--- config.mk ---
export PLATFORM = sky130hd
export DESIGN_NAME = sssp_ctrl
export DESIGN_NICKNAME = d
export VERILOG_FILES = /design/src/sv/sssp_pkg.sv /design/src/sv/sssp_ctrl.sv
export SDC_FILE = /design/constraint.sdc
export NUM_CORES = 1
export LEC_CHECK = 0
export BUFFER_PORTS_ARGS = -buffer_cell sky130_fd_sc_hd__buf_4
export CAP_MARGIN = 10
export CORE_AREA = 2 2 39 41
export DETAILED_ROUTE_END_ITERATION = 6
export DIE_AREA = 0 0 41 43
export HOLD_SLACK_MARGIN = 0.06
export PLACE_DENSITY = 0.69
export SETUP_SLACK_MARGIN = 0.02
export SYNTH_ARGS = -nofsm -noshare
export SYNTH_HDL_FRONTEND = slang
export SYNTH_SLANG_ARGS = --single-unit
--- constraint.sdc ---
create_clock -name clk -period 2.5 [get_ports clk]
set_input_delay 0.25 -clock clk [delete_from_list [all_inputs] [get_ports clk]]
set_output_delay 0.25 -clock clk [all_outputs]
set_load 0.05 [all_outputs]
--- src/sv/sssp_pkg.sv ---
`timescale 1ns / 1ps

package sssp_pkg;

  // Fixed field widths
  localparam int VTX_BITS  = 6;
  localparam int W_BITS    = 16;
  localparam int DOUT_BITS = 32;
  localparam int CNT_BITS  = 7;

  // Configuration port
  localparam int ADDR_BITS = 3;
  localparam int DATA_BITS = 32;
  localparam logic [CNT_BITS-1:0] VCOUNT_RESET = 7'd2;

  // Register index codes (paddr bit 2)
  localparam logic REG_VCOUNT = 1'b0;
  localparam logic REG_SOURCE = 1'b1;

  typedef logic [VTX_BITS-1:0]         vtx_t;
  typedef logic [CNT_BITS-1:0]         vcount_t;
  typedef logic signed [W_BITS-1:0]    weight_t;
  typedef logic signed [DOUT_BITS-1:0] dout_t;

  // Controller to datapath commands
  typedef struct packed {
    logic in_ready;
    logic init;
    logic pass_start;
    logic round_inc;
    logic edge_rd;
    logic dist_rd;
    logic relax_wr;
    logic out_rd;
    logic out_load;
    logic neg_load;
    logic out_valid;
    logic clear_total;
  } cmd_t;

  // Datapath to controller status
  typedef struct packed {
    logic in_valid;
    logic in_last;
    logic edge_left;
    logic improve;
    logic changed;
    logic round_last;
    logic out_ready;
    logic out_last;
  } stat_t;

  // Result register
  typedef struct packed {
    vtx_t  vertex_index;
    logic  reachable;
    dout_t distance;
    vtx_t  predecessor;
    logic  has_predecessor;
    logic  negative_cycle;
    logic  last_result;
  } res_t;

endpackage

--- src/sv/sssp_ctrl.sv ---
`timescale 1ns / 1ps

module sssp_ctrl (
  input  logic            clk,
  input  logic            rst_n,
  input  sssp_pkg::stat_t stat,
  output sssp_pkg::cmd_t  cmd
);
  import sssp_pkg::*;

  typedef enum logic [7:0] {
    S_IDLE  = 8'b0000_0001,
    S_INIT  = 8'b0000_0010,
    S_EDGE  = 8'b0000_0100,
    S_DIST  = 8'b0000_1000,
    S_RELAX = 8'b0001_0000,
    S_ORD   = 8'b0010_0000,
    S_OLOAD = 8'b0100_0000,
    S_EMIT  = 8'b1000_0000
  } state_t;

  state_t state_r, state_nxt;
  logic   check_r, check_nxt;

  always_ff @(posedge clk) begin
    if (!rst_n) begin
      state_r <= S_IDLE;
      check_r <= 1'b0;
    end else begin
      state_r <= state_nxt;
      check_r <= check_nxt;
    end
  end

  // check_r: 0 during relaxation rounds, 1 during the negative-cycle pass
  always_comb begin
    cmd       = '0;
    state_nxt = state_r;
    check_nxt = check_r;
    unique case (state_r)
      S_IDLE: begin
        cmd.in_ready = 1'b1;
        if (stat.in_valid && stat.in_last) state_nxt = S_INIT;
      end
      S_INIT: begin
        cmd.init       = 1'b1;
        cmd.pass_start = 1'b1;
        check_nxt      = 1'b0;
        state_nxt      = S_EDGE;
      end
      S_EDGE: begin
        if (stat.edge_left) begin
          cmd.edge_rd = 1'b1;
          state_nxt   = S_DIST;
        end else if (check_r) begin
          state_nxt = S_ORD;
        end else begin
          // end of a round: another round, or the check pass
          cmd.pass_start = 1'b1;
          if (!stat.changed || stat.round_last) check_nxt = 1'b1;
          else cmd.round_inc = 1'b1;
        end
      end
      S_DIST: begin
        cmd.dist_rd = 1'b1;
        state_nxt   = S_RELAX;
      end
      S_RELAX: begin
        if (check_r) begin
          if (stat.improve) begin
            cmd.neg_load = 1'b1;
            state_nxt    = S_EMIT;
          end else begin
            state_nxt = S_EDGE;
          end
        end else begin
          cmd.relax_wr = 1'b1;
          state_nxt    = S_EDGE;
        end
      end
      S_ORD: begin
        cmd.out_rd = 1'b1;
        state_nxt  = S_OLOAD;
      end
      S_OLOAD: begin
        cmd.out_load = 1'b1;
        state_nxt    = S_EMIT;
      end
      S_EMIT: begin
        cmd.out_valid = 1'b1;
        if (stat.out_ready) begin
          if (stat.out_last) begin
            cmd.clear_total = 1'b1;
            state_nxt       = S_IDLE;
          end else begin
            state_nxt = S_ORD;
          end
        end
      end
      default: state_nxt = S_IDLE;
    endcase
  end

endmodule

Word-level counts from Yosys, hierarchy flattened
Cells that the tools add are included.

word-level totals
  output and inout bits = 12
  register bits = 9
  bits of input ports = 10

cells by class
  reduce and logical (&&, ||, !) cells = 6
  equal/unequal tests = 12
  muxes and demuxes = 31

operators with widths
  operator                                                               number
  8-bit one-hot mux with 8 select lines                                  1
  8-bit 2-to-1 mux                                                       6
  1-bit 2-to-1 mux                                                       17
  8-bit by 1-bit equality test with 1-bit output, second input constant  1
  8-bit by 2-bit equality test with 1-bit output, second input constant  1
  8-bit by 3-bit equality test with 1-bit output, second input constant  1
  8-bit by 4-bit equality test with 1-bit output, second input constant  1
  8-bit by 5-bit equality test with 1-bit output, second input constant  1
  8-bit by 6-bit equality test with 1-bit output, second input constant  1
  8-bit by 7-bit equality test with 1-bit output, second input constant  1
  8-bit equality test, second input constant                             1
  2-bit 2-to-1 mux                                                       4
  6-bit 2-to-1 mux                                                       1
  2-bit != test, second input constant                                   3
  1-bit one-hot mux with 2 select lines                                  2
  3-bit != test, second input constant                                   1
  3-bit AND reduction                                                    1
  2-bit AND reduction                                                    1
  2-bit nonzero test                                                     1
  1-bit logical AND                                                      1
  1-bit zero test                                                        1
  1-bit logical OR                                                       1

Longest topological paths before layout
  depth after elaboration = 6
  mapped depth = 5

Worst setup path before layout
No wires, ideal clock.

  path kind = reg2out
  from = register state_r[1]
  to = output cmd[0] (netlist bit)
  path buffers = 0
  cell stages (with the launch flop) = 5
  data arrival time = 1.795 ns
  slack = 0.455 ns
  cell sequence = dfxtp_1 > nor4_4 > nand4b_2 > inv_1 > and3_1

RTL lines
  what                      RTL line         RTL
  start: declaration        sssp_ctrl.sv:22  state_t state_r, state_nxt;
  start signal: assignment  sssp_ctrl.sv:30  state_r <= state_nxt;
  end: declaration          sssp_ctrl.sv:7   output sssp_pkg::cmd_t cmd

==> reports/metrics.yaml <==
synth-seq-cells: 9
hpwlAfterDp_mm: 1.06
ys.flop_type: "dfxtp_1"
ctsHoldBuffers: 0
rsz0062_at_grt: "no"
synth_area_leaders: "dfxtp_1, nor2_1, nor4_4, nand4b_1, inv_1"
critical_path.cell_chain: "nor4_4 > nand4b_2 > inv_1 > and3_1 > buf_4"
rows: 14
power.leakage_nw: 0.405
cts_resized: 0
critPathLaunch: "state_r[1]$_SDFFE_PN0P_"
worstReg2RegStart: "state_r[1]$_SDFFE_PN0P_"
die_area_mm2: 0.00176
async_flop_share: 0
drv_cap: 0
synth_nets: 77
slew_headroom: 0.759
num_antenna_cells: 0
first_pass_iters: 4
start_util: 0.390
port_buffers: 21
p_int_mw: 0.384
slowest_delay_ps: 410
drc: 0
hold_path.class: "primary input to register"
yosysTopAreaCell: "dfxtp_1"
critPathArrivalTime_ps: 1710
path_buf_inv: 2
fmax_ghz: 0.510
final.setup_skew_ps: 2.63
gr-total-overflow: 0
setup_tns_ps: 0
clk_latency_ps: 260
die_x_um: 41
comb_power_share: 0.541
syn_avg_cell_area_um2: 8.05
critPathCaptureType: "output pin"
finalSetupViolations: 0
clock-sinks: 9
path_clk_slew_ps: 60
dp_cells: 104
num_io_pins: 22
gp_congestion: 0.824
utilization: 0.537
setup_ws_ps: 539
cts_buffers: 3
placed_cell_area_um2: 717
grt_pass1_vias: 518
cts_setup_buffers: 0
clkPwrFrac: 0.159
yosys_warnings: 0
p_sw_frac: 0.459
synth_top_area_frac: 0.334
cp_top_family: "simple AND/OR/NAND/NOR gates"
via_count: 561
stdcell_area_um2: 743
clockBufferDepth: 2
wire_per_inst_um: 11.8
fillers: 129
clock-root-buffer: "clkbuf_4"
cp_max_fo: 6
area_delta_synth_final_pct: 37.8
initialDrtViolationCount: 17
fin_crit_sh: 0.784
pre_cts_slack_ps: 808
die_h_um: 43
coreArea_mm2: 0.00138
grt_pass1_wl_mm: 2.17
grt_use_total: 0.178
worst_pin_slew_ps: 359
cts_tree: "built"
slowest_stage: "nor4_4"
synth.most_common_cell: "nor2_1"
fin_nets: 103
grt_start_max_net_pins: 7
antenna_found_initial: 0
vias_per_cell: 5.19
maxSlewViolCount: 0
ant_nets: 0
netlist_area_um2: 539
worst_ep_required_time_ps: 2250
ys_seq_area_frac: 0.334
period_minus_slack_ps: 1960
netlist_instances: 67
outcome: "finished, final reports clean"
wl_mm: 1.27
crit_path_start_kind: "register"
peakVddDrop_v: 0.000407
hold_ws_ps: 215
switching_power_mw: 0.326
worst_hold_startpoint: "rst_n"
power_mw: 0.711
yosys.cell_types.count: 24
drive_gt1_frac: 0.293
synthTopCellsByCount: "nor2_1, dfxtp_1, inv_1"
p_seq_frac: 0.300
critPathKind: "register to output pin"
synth_edf_count: 0
finalNonFillerCells: 108
htreeDepth: 1
power.density_mw_per_mm2: 956
finalHoldViolCount: 0
## registers in the layout, indices dropped and copies added, names as in the netlist
signal and cells:
check_r 1, state_r 8
## cells in the final DEF, fill, tap and decap left out
cell type | synthesis | layout
nand4b_2 | 1 | 1
o21ai_0 | 1 | 1
inv_1 | 7 | 7
nor2_1 | 14 | 14
and4b_1 | 1 | 1
o22a_1 | 1 | 1
o311a_1 | 1 | 1
nor2b_1 | 3 | 3
a22oi_1 | 1 | 1
nand2b_1 | 2 | 2
o21ai_1 | 1 | 1
nand3_1 | 4 | 4
dfxtp_1 | 9 | 9
buf_4 | 0 | 21
nand2_1 | 4 | 4
o211a_1 | 1 | 1
a31oi_1 | 1 | 1
nor4_4 | 2 | 2
nand4_1 | 3 | 3
and3_1 | 1 | 1
clkbuf_1 | 0 | 1
clkbuf_4 | 0 | 3
nand4b_1 | 4 | 4
xor2_1 | 1 | 1
a21oi_1 | 1 | 1
o211ai_1 | 1 | 1
and2_1 | 2 | 2
## metal layers
layer	global-route usage	vias up	routed length, µm
li1	-	289	-
met1	0.231	248	526
met2	0.294	21	649
met3	0.0314	3	78
met4	0.0400	0	17
met5	0	-	0
## worst paths after layout
kind	endpoint	slack, ps	depth (start not counted)
max	cmd[0]	540	5
min	state_r[3]$_SDFFE_PN0P_	210	2
max reg2reg	state_r[5]$_SDFFE_PN0P_	920	5
min reg2reg	state_r[6]$_SDFFE_PN0P_	600	2
## kinds of logic after synthesis
group	synth area share
xor gates and xnor gates	0.0162
AOI/OAI and AO/OA	0.121
DFF	0.334
and+or+nand+nor	0.480
buffers and inverters	0.0487
## final cells by class
cell class                      instances  area [µm²]  area share
Timing Repair Buffer                   21         158       0.212
Multi-Input combinational cell         51         333       0.448
Tap cell                               16        20.0      0.0269
Sequential cell                         9         180       0.242
Inverter                                7        26.3      0.0354
Clock buffer                            4        26.3      0.0354
## power by group through the flow
stage                     clock, mW  sequential, mW  combinational [mW]
after floorplan                   0           0.209               0.295
after global placement            0           0.215               0.382
after detailed placement          0           0.216               0.385
after CTS                     0.109           0.214               0.385
after global routing          0.123           0.220               0.425
final                         0.113           0.213               0.384
(Power assumes the default switching activity.)
