**src/sv/sssp_pkg.sv**
```systemverilog
`timescale 1ns / 1ps

package sssp_pkg;

  // Fixed field widths
  localparam int VTX_BITS  = 6;
  localparam int W_BITS    = 16;
  localparam int DOUT_BITS = 32;
  localparam int CNT_BITS  = 7;

  // Configuration port
  localparam int ADDR_BITS = 3;
  localparam int DATA_BITS = 32;
  localparam logic [CNT_BITS-1:0] VCOUNT_RESET = 7'd2;

  // Register index codes (paddr bit 2)
  localparam logic REG_VCOUNT = 1'b0;
  localparam logic REG_SOURCE = 1'b1;

  typedef logic [VTX_BITS-1:0]         vtx_t;
  typedef logic [CNT_BITS-1:0]         vcount_t;
  typedef logic signed [W_BITS-1:0]    weight_t;
  typedef logic signed [DOUT_BITS-1:0] dout_t;

  // Controller to datapath commands
  typedef struct packed {
    logic in_ready;
    logic init;
    logic pass_start;
    logic round_inc;
    logic edge_rd;
    logic dist_rd;
    logic relax_wr;
    logic out_rd;
    logic out_load;
    logic neg_load;
    logic out_valid;
    logic clear_total;
  } cmd_t;

  // Datapath to controller status
  typedef struct packed {
    logic in_valid;
    logic in_last;
    logic edge_left;
    logic improve;
    logic changed;
    logic round_last;
    logic out_ready;
    logic out_last;
  } stat_t;

  // Result register
  typedef struct packed {
    vtx_t  vertex_index;
    logic  reachable;
    dout_t distance;
    vtx_t  predecessor;
    logic  has_predecessor;
    logic  negative_cycle;
    logic  last_result;
  } res_t;

endpackage

```
**src/sv/sssp_cfg.sv**
```systemverilog
`timescale 1ns / 1ps

module sssp_cfg (
  input  logic                          clk,
  input  logic                          rst_n,
  input  logic                          psel,
  input  logic                          penable,
  input  logic                          pwrite,
  input  logic [sssp_pkg::ADDR_BITS-1:0] paddr,
  input  logic [sssp_pkg::DATA_BITS-1:0] pwdata,
  output logic [sssp_pkg::DATA_BITS-1:0] prdata,
  output logic                          pready,
  output sssp_pkg::vcount_t             vertex_count,
  output sssp_pkg::vtx_t                source_vertex
);
  import sssp_pkg::*;

  vcount_t vcount_r;
  vtx_t    source_r;
  logic    reg_idx;
  logic    wr_en;

  assign pready  = 1'b1;
  assign reg_idx = paddr[2];
  assign wr_en   = psel & penable & pwrite;

  // Register writes
  always_ff @(posedge clk) begin
    if (!rst_n) begin
      vcount_r <= VCOUNT_RESET;
      source_r <= '0;
    end else if (wr_en) begin
      unique case (reg_idx)
        REG_VCOUNT: vcount_r <= pwdata[CNT_BITS-1:0];
        REG_SOURCE: source_r <= pwdata[VTX_BITS-1:0];
        default:    vcount_r <= vcount_r;
      endcase
    end
  end

  // Read mux
  always_comb begin
    unique case (reg_idx)
      REG_VCOUNT: prdata = DATA_BITS'(vcount_r);
      REG_SOURCE: prdata = DATA_BITS'(source_r);
      default:    prdata = '0;
    endcase
  end

  assign vertex_count  = vcount_r;
  assign source_vertex = source_r;

endmodule

```
**config.mk**
```make
export PLATFORM = sky130hd
export DESIGN_NAME = sssp_cfg
export DESIGN_NICKNAME = d
export VERILOG_FILES = /design/src/sv/sssp_pkg.sv /design/src/sv/sssp_cfg.sv
export SDC_FILE = /design/constraint.sdc
export NUM_CORES = 1
export LEC_CHECK = 0
export BUFFER_PORTS_ARGS = -buffer_cell sky130_fd_sc_hd__buf_2
export CAP_MARGIN = 25
export CORE_UTILIZATION = 37
export CTS_CLUSTER_DIAMETER = 40
export DETAILED_ROUTE_END_ITERATION = 10
export GPL_ROUTABILITY_DRIVEN = 1
export GPL_TIMING_DRIVEN = 0
export MAX_ROUTING_LAYER = met4
export PLACE_DENSITY = 0.84
export SYNTH_ARGS = -nofsm -noshare
export SYNTH_HDL_FRONTEND = slang
export SYNTH_SLANG_ARGS = --single-unit
```
**constraint.sdc**
```tcl
create_clock -name clk -period 1.55 [get_ports clk]
set_input_delay 0.31 -clock clk [delete_from_list [all_inputs] [get_ports clk]]
set_output_delay 0.31 -clock clk [all_outputs]
set_load 0.1 [all_outputs]
```
# After elaboration in Yosys (flattened, before gate mapping)
# Cells that the tools add are included.
[op_classes]
n_mux = 1
bitwise = 3
n_reduce_logical = 2
[ops]
columns = ["operator", "count"]
rows = [
  ["$pmux W32 S2", 1],
  ["$reduce_and A2 Y1", 2],
  ["$and A1 B1 Y1", 2],
  ["$not A1 Y1", 1],
]
[word_totals]
ff_bits = 13
input_bits = 40
out_inout_bits = 46
word_cells = 8

# Longest topological paths before layout
# Gate-level depths: netlist of run 1.
[depth]
word_depth = 3
ltp_mapped = 4
depth_no_buf = 2

# Worst setup path after synthesis of run 1
# OpenSTA, ideal clock, no wires.
[synth_timing]
path_kind = "register to output"
start = "reg source_r[0] (netlist: source_vertex[0])"
end = "out prdata[0] (netlist bit)"
arrival_time_ns = 1.604
required_ns = 1.240
slack_ns = -0.364
path_stages_with_launch = 2
path_buffers = 0
cell_sequence = "dfxtp_1 -> mux2_2"
[synth_via]
elab_chain_cells = 1
[synth_lines]
columns = ["element", "line", "rtl"]
rows = [
  ["start, declared", "sssp_cfg.sv:19", "vtx_t source_r;"],
  ["start signal, assigned", "sssp_cfg.sv:35", "REG_SOURCE: source_r <= pwdata[VTX_BITS-1:0];"],
  ["$pmux W32 S2", "sssp_cfg.sv:43", "unique case (reg_idx)"],
  ["end, declared", "sssp_cfg.sv:11", "output logic [sssp_pkg::DATA_BITS-1:0] prdata,"],
]
# No other way between the ends. The select of a mux whose other input is x is not followed.

# Worst setup path after layout of run 1
[layout_timing]
start = "reg vcount_r[4] (netlist: vertex_count[4])"
end = "out prdata[4] (netlist bit)"
[layout_via]
elab_chain_cells = 1
[layout_lines]
columns = ["element", "line", "rtl"]
rows = [
  ["start, declared", "sssp_cfg.sv:18", "vcount_t vcount_r;"],
  ["start signal, assigned", "sssp_cfg.sv:34", "REG_VCOUNT: vcount_r <= pwdata[CNT_BITS-1:0];"],
  ["start signal, assigned", "sssp_cfg.sv:36", "default: vcount_r <= vcount_r;"],
  ["$pmux W32 S2", "sssp_cfg.sv:43", ""],
]
# No other way between the ends. The select of a mux whose other input is x is not followed.

==> results.md, run 1 <==
* Leak at 0.6984 nW
* Req. time, crit path at 1.24 ns
* PnR worst setup slack at 0.07647 ns
* Max-cap violation count at 0
* Filler cell count at 186
* Fraction of layout cells with a size suffix above 1 at 56.76%
* Hold Startpoint: pwdata[6]
* Commonest cells after routing, fill and taps aside: buf_2 (31), buf_4 (26), conb_1 (26), nand2_1 (19)
* Nets@finish at 189
* Status: complete, no violations
* DR WL/cell at 9.640 um
* Via count at 681
* Commonest non-fill, non-tap cell in the layout: buf_2
* Design Area, Final at 1167 um2
* Final setup viols at 0
* HPWL after detailed placement at 1355 um
* Setup tns final at 0 ns
* Tmin final at 1.474 ns
* Buf/Inv on CP at 1
* Antenna violations before repair at 0
* Critical Path Start: vertex_count[4]
* Count of state elements after synthesis at 13
* Post-route antenna net violation count at 0
* Power Dens Cells at 899.2 nW/um2
* PostCTS Resize Cnt at 0
* Synthesized area per cell at 9.293 um2
* H-tree depth at 1
* Worst path slowest cell: buf_2
* Die Y at 49.28 um
* Netlist Area Pre-Place at 827.0 um2
* CP Class: reg -> out
* Data arrival, critical path at 1.16 ns
* CTS max path bufs at 2
* Fmax at 678.6 MHz
* Synthesis-to-layout area growth at 41.15%
* Number of global-route vias before repair at 651
* PortBufs at 31
* Row count at 16
* Final hold vios at 0
* Clk_lat worst skew at 0.26 ns
* Crit. path cell count at 2
* Max-slew violation count at 0
* CTS clk-pin slew, worst paths at 0.08 ns
* Num CTS Buffers at 3
* Crit-path leading delay family: buffers and inverters
* DR pass1 iterations at 4
* DP Area at 1141 um2
* Reg-to-Reg Start: vertex_count[4]
* Die ar. at 2429 um2
* Crit path capture: prdata[4]
* Setup Skew at 0 ns
* FF-to-FF End: vertex_count[4]
* Via density per instance at 3.891
* Largest net degree at the start of global routing at 11
* Post-route DRC at 0
* Antenna diode count at 0
* Crit path launch type: register
* # clock sinks at 13
* DRT iter0 DRCs at 4
* Setup Fix Bufs, Post-CTS at 0
* GR Overflow Total at 0
* Place WS at 0.1667 ns
* Max stage delay on crit path at 0.41 ns
* Detailed Route WL at 1687 um
* # IOs at 86
* R2R depth at 2
* Maximum VDD drop at 0.4651 mV
* Distinct cells, synth at 12
* Final Cycle Share at 95.07%
* GP Congestion at 0.6312
* Mapped Cells at 89
* Hold Crit Class: in -> reg
* Die W at 49.28 um
* Worst setup EP type: primary output
* Total GRT Usage at 16.29%
* CP max FO at 3
* Sequential fraction of the synthesis area at 31.47%
* First-pass GRT wire length at 2891 um
* Unrepaired setup endpoints after global routing: false
* Syn. warnings at 0
* Reg2Reg Setup Slack at 0.91 ns
* CTS Root Cell: clkbuf_4
* Initial Utilization at 40.90%
* TritonCTS clock tree: built
* Hold Buf Count CTS at 0
* Core Area at 2022 um2
* Crit-path cells: mux2_4, buf_2
synth_stat cells:
master,n,area [um2]
and2b_2,1,8.760
and4_1,1,8.760
buf_4,26,195.2
buf_6,3,33.78
clkbuf_1,2,7.510
conb_1,2,7.510
dfxtp_1,13,260.3
mux2_2,6,67.56
mux2i_1,13,130.1
nand2_1,19,71.32
nand4b_4,1,23.77
nor2b_1,2,12.51
worst reg2reg max path, cell delays in order, from the launching register on:
cell and delay, ns:
dfxtp_2 0.35, nand2_1 0.05, mux2i_1 0.16
metal layers:
metal  wire [um]  vias up  share of wire (%)  global-route usage [%]
met3         145        2                8.6                   4.984
met4          12        0               0.71                   7.353
met2         887       33                 53                   28.08
met1         642      296                 38                   16.82
met5           0        -                  0                       -
li1            -      350                  -                       -
registers in the layout, indices dropped and copies added, names as in the netlist:
register and count:
source_vertex 6, vertex_count 7
worst min-delay path by stage:
stage | to | slack, ns | depth (start not counted)
4_1_cts | vertex_count[6] | 0.28 | 3
3_3_place_gp | source_vertex[2] | 0.45 | 2
3_5_place_dp | source_vertex[5] | 0.46 | 2
5_1_grt | vertex_count[6] | 0.29 | 3
2_1_floorplan | vertex_count[6] | 0.44 | 2
6_report | vertex_count[6] | 0.29 | 3
cell type report:
type	instances	area [um2]	share of cell area, %
repair buffers	31	155.1	13.29
clock buffers	4	26.28	2.251
flip-flops and latches	13	276.5	23.69
multi-input cells	69	439.2	37.62
plain buffers	31	236.5	20.26
well taps	27	33.78	2.894
cell families (layout without fill, tap and decap cells):
family	count (synthesis)	count (layout)	synth area share (%)
buf+inv	31	66	28.59
simple gates	24	24	15.13
mux	19	19	23.90
flops	13	13	31.47
other cells	2	26	0.9081
power breakdown:
group | internal [mW] | switching [mW]
sequential | 0.342 | 0.00547
clock | 0.0994 | 0.100
combinational | 0.0899 | 0.412
total | 0.532 | 0.518
metrics by stage:
stage               cells  hold slack [ns]  util [%]  power [mW]
finish                175           0.2869     57.74       1.050
detailed placement    171           0.4563     56.44      0.8557
global placement      171           0.4452     56.44      0.8525
CTS                   175           0.2812     57.74       1.054
floorplan             113           0.4413         -      0.8186
global route          175           0.2864     57.74       1.096
Power figures use the tool's default switching activity.
==> run 2, diff against run 1 <==
--- a/config.mk
+++ b/config.mk
@@ -5,15 +5,16 @@
 export SDC_FILE = /design/constraint.sdc
 export NUM_CORES = 1
 export LEC_CHECK = 0
+export ABC_AREA = 1
 export BUFFER_PORTS_ARGS = -buffer_cell sky130_fd_sc_hd__buf_2
 export CAP_MARGIN = 25
-export CORE_UTILIZATION = 37
+export CORE_UTILIZATION = 39
 export CTS_CLUSTER_DIAMETER = 40
 export DETAILED_ROUTE_END_ITERATION = 10
 export GPL_ROUTABILITY_DRIVEN = 1
 export GPL_TIMING_DRIVEN = 0
 export MAX_ROUTING_LAYER = met4
-export PLACE_DENSITY = 0.84
+export PLACE_DENSITY = 0.85
 export SYNTH_ARGS = -nofsm -noshare
 export SYNTH_HDL_FRONTEND = slang
 export SYNTH_SLANG_ARGS = --single-unit
==> run 2 against run 1 <==
Compared with the run above: the flow now finishes with violations (design-rule violations); clock skew did not move; sequential power rose by 2%; global-route usage fell by 1.0 points; first-iteration DRC count rose by 25%; die area rose by 4.4%; largest cell class unchanged.
==> results.md, run 2 <==
* Via count at 826
* Fmax at 670.7 MHz
* Worst setup EP type: primary output
* Reg2Reg Setup Slack at 0.95 ns
* Synthesized area per cell at 6.963 um2
* Leak at 0.7225 nW
* Commonest non-fill, non-tap cell in the layout: buf_2
* Max-slew violation count at 0
* WHS at 0.2887 ns
* Distinct cells, synth at 13
* Failing checks: design-rule violations
* Largest net degree at the start of global routing at 11
* First-pass GRT wire length at 2835 um
* PortBufs at 31
* Internal power at 0.5484 mW
* Core Area at 2212 um2
* Status: finished with violations
* # IOs at 86
* GR Layer Usage met3 at 1.818%
* Die W at 50.36 um
* Tmin final at 1.491 ns
* Nets@finish at 231
* R2R depth at 2
* Max-cap violation count at 0
* Total power at 1.145 mW
* Die Y at 50.36 um
* Asr flop ratio synth at 0%
* Synth area leaders: dfxtp_1 (29%), buf_4 (21%), nand2_1 (13%), nor2_1 (9.9%), buf_6 (6.2%)
* Die ar. at 2536 um2
* Num CTS Buffers at 3
* GRT met1 Usage at 17.03%
* Crit path launch type: input port
* Most common cell in the netlist: nand2_1
* Final Cycle Share at 96.19%
* Mapped Cells at 131
* Hold path depth at 3
* Yosys top cell by area: dfxtp_1
* Largest register FFs at 7
* Top cell type's share of synthesized area at 28.53%
* Hold Buf Count CTS at 0
* Via density per instance at 3.789
* Data arrival, critical path at 1.18 ns
* Top FF cell, synth: dfxtp_1
* Setup Skew at 0 ns
* Antenna violations before repair at 0
* Req. time, crit path at 1.24 ns
* DR WL/cell at 8.202 um
* Switching Share at 52.10%
* TritonCTS clock tree: built
* CP Class: in -> out
* Antenna diode count at 0
* Sequential fraction of the synthesis area at 28.53%
* Syn. warnings at 0
* Row count at 17
* Unrepaired setup endpoints after global routing: false
* Count of state elements after synthesis at 13
* # clock sinks at 13
* Psw at 0.5964 mW
* CTS clk-pin slew, worst paths at 0.07 ns
* Commonest cells after routing, fill and taps aside: buf_2 (31), nand2_1 (26), buf_4 (26), conb_1 (26), nor2_1 (23)
* Hold-critical path endpoint: vertex_count[1]
* H-tree depth at 1
* PostCTS Resize Cnt at 0
* Seq pwr share at 31.0%
* Fin cells at 218
* GRT busiest layer: met2
* Setup Fix Bufs, Post-CTS at 0
* Total GRT Usage at 15.24%
* Ranking of synthesized cells by instance count: nand2_1 (32), buf_4 (26), nor2_1 (24)
* Number of global-route vias before repair at 702
* Clk_lat worst skew at 0.26 ns
* GR Overflow Total at 0
* DR pass1 iterations at 7
* Hold Startpoint: pwdata[1]
* Filler cell count at 241
* CTS Root Cell: clkbuf_4
* EDFF count, synth at 0
* Fraction of layout cells with a size suffix above 1 at 50.00%
* DRT iter0 DRCs at 5
* CP max FO at 10
* GP Congestion at 0.8182
* Power Dens Cells at 910.4 nW/um2
* Initial Utilization at 41.23%
* Clock share of power at 17.4%
* Synthesis-to-layout area growth at 37.86%
* GRT met2 Usage at 27.56%
* Final setup viols at 0
* FF-to-FF End: source_vertex[5]
* CTS max path bufs at 2
* DP Cell Count at 214
* Detailed Route WL at 1788 um
* Gate power share at 51.6%
* HPWL after detailed placement at 1434 um
* Maximum VDD drop at 0.4402 mV
* Post-route antenna net violation count at 0
* Reg-to-Reg Start: source_vertex[5]
* Hold Crit Class: in -> reg
* Netlist Area Pre-Place at 912.1 um2
* Final hold vios at 0
* Post-route DRC at 2
-- run 2: cell count changes in the layout (fill, tap and decap cells not counted), sizes merged, moves of 2 or more --
cell and delta:
nor2 +28, buf +2, clkbuf -2, mux2i -13, inv +10, nand2 +13, nand3 +14, mux2 -6
nor2b -2
-- run 2: worst max path at each step --
stage	cells after the start	from	slack [ns]	endpoint
after detailed placement	6	paddr[2]	0.05	prdata[4]
after global placement	6	paddr[2]	0.06	prdata[0]
after global routing	6	paddr[2]	0.006	prdata[1]
final	6	paddr[2]	0.06	prdata[4]
after floorplan	2	vertex_count[6]	-0.05	prdata[6]
after CTS	6	paddr[2]	0.05	prdata[4]
-- run 2: worst max-delay path, stage by stage --
cell	delay [ns]
buf_6	0.12
inv_6	0.06
buf_6	0.14
nand2_1	0.08
nand2_2	0.05
buf_2	0.41
-- run 2: power groups by stage --
stage / Sequential [mW] / Clock (mW) / Combinational [mW]
after floorplan: 0.448 / 0 / 0.457
after CTS: 0.356 / 0.208 / 0.590
after global placement: 0.363 / 0 / 0.587
after detailed placement: 0.364 / 0 / 0.590
final: 0.355 / 0.199 / 0.590
after global routing: 0.357 / 0.222 / 0.612
-- run 2: cells by family after synthesis --
family / after synthesis / synth area share, %
and+or+nand+nor: 74 / 37.86
buffers and inverters: 41 / 32.24
DFF: 13 / 28.53
other: 2 / 0.8234
AOI/OAI and AO/OA: 1 / 0.5482
-- run 2: layout make-up --
type	count	area, um2	area share (%)
well taps	28	35.03	2.786
plain buffers	31	251.5	20.00
inverters	10	42.54	3.383
multi-input cells	101	470.5	37.41
clock buffers	4	26.28	2.090
repair buffers	31	155.1	12.34
flip-flops and latches	13	276.5	21.99
-- run 2: routing by layer --
| metal | part of all wire, % | vias up |
|---|---|---|
| li1 | - | 461 |
| met1 | 41 | 330 |
| met5 | 0 | - |
| met3 | 6.3 | 2 |
| met4 | 1.0 | 0 |
| met2 | 51 | 33 |
-- run 2: stage by stage --
step	cell area, um2	setup WS (ns)	TNS, ns	utilization [%]
6_report	1257	0.05910	0	56.84
5_1_grt	1257	0.005583	0	56.84
4_1_cts	1257	0.05189	0	56.84
3_5_place_dp	1231	0.05223	0	55.66
3_3_place_gp	1231	0.05714	0	55.66
2_1_floorplan	1041	-0.04798	-0.04798	-
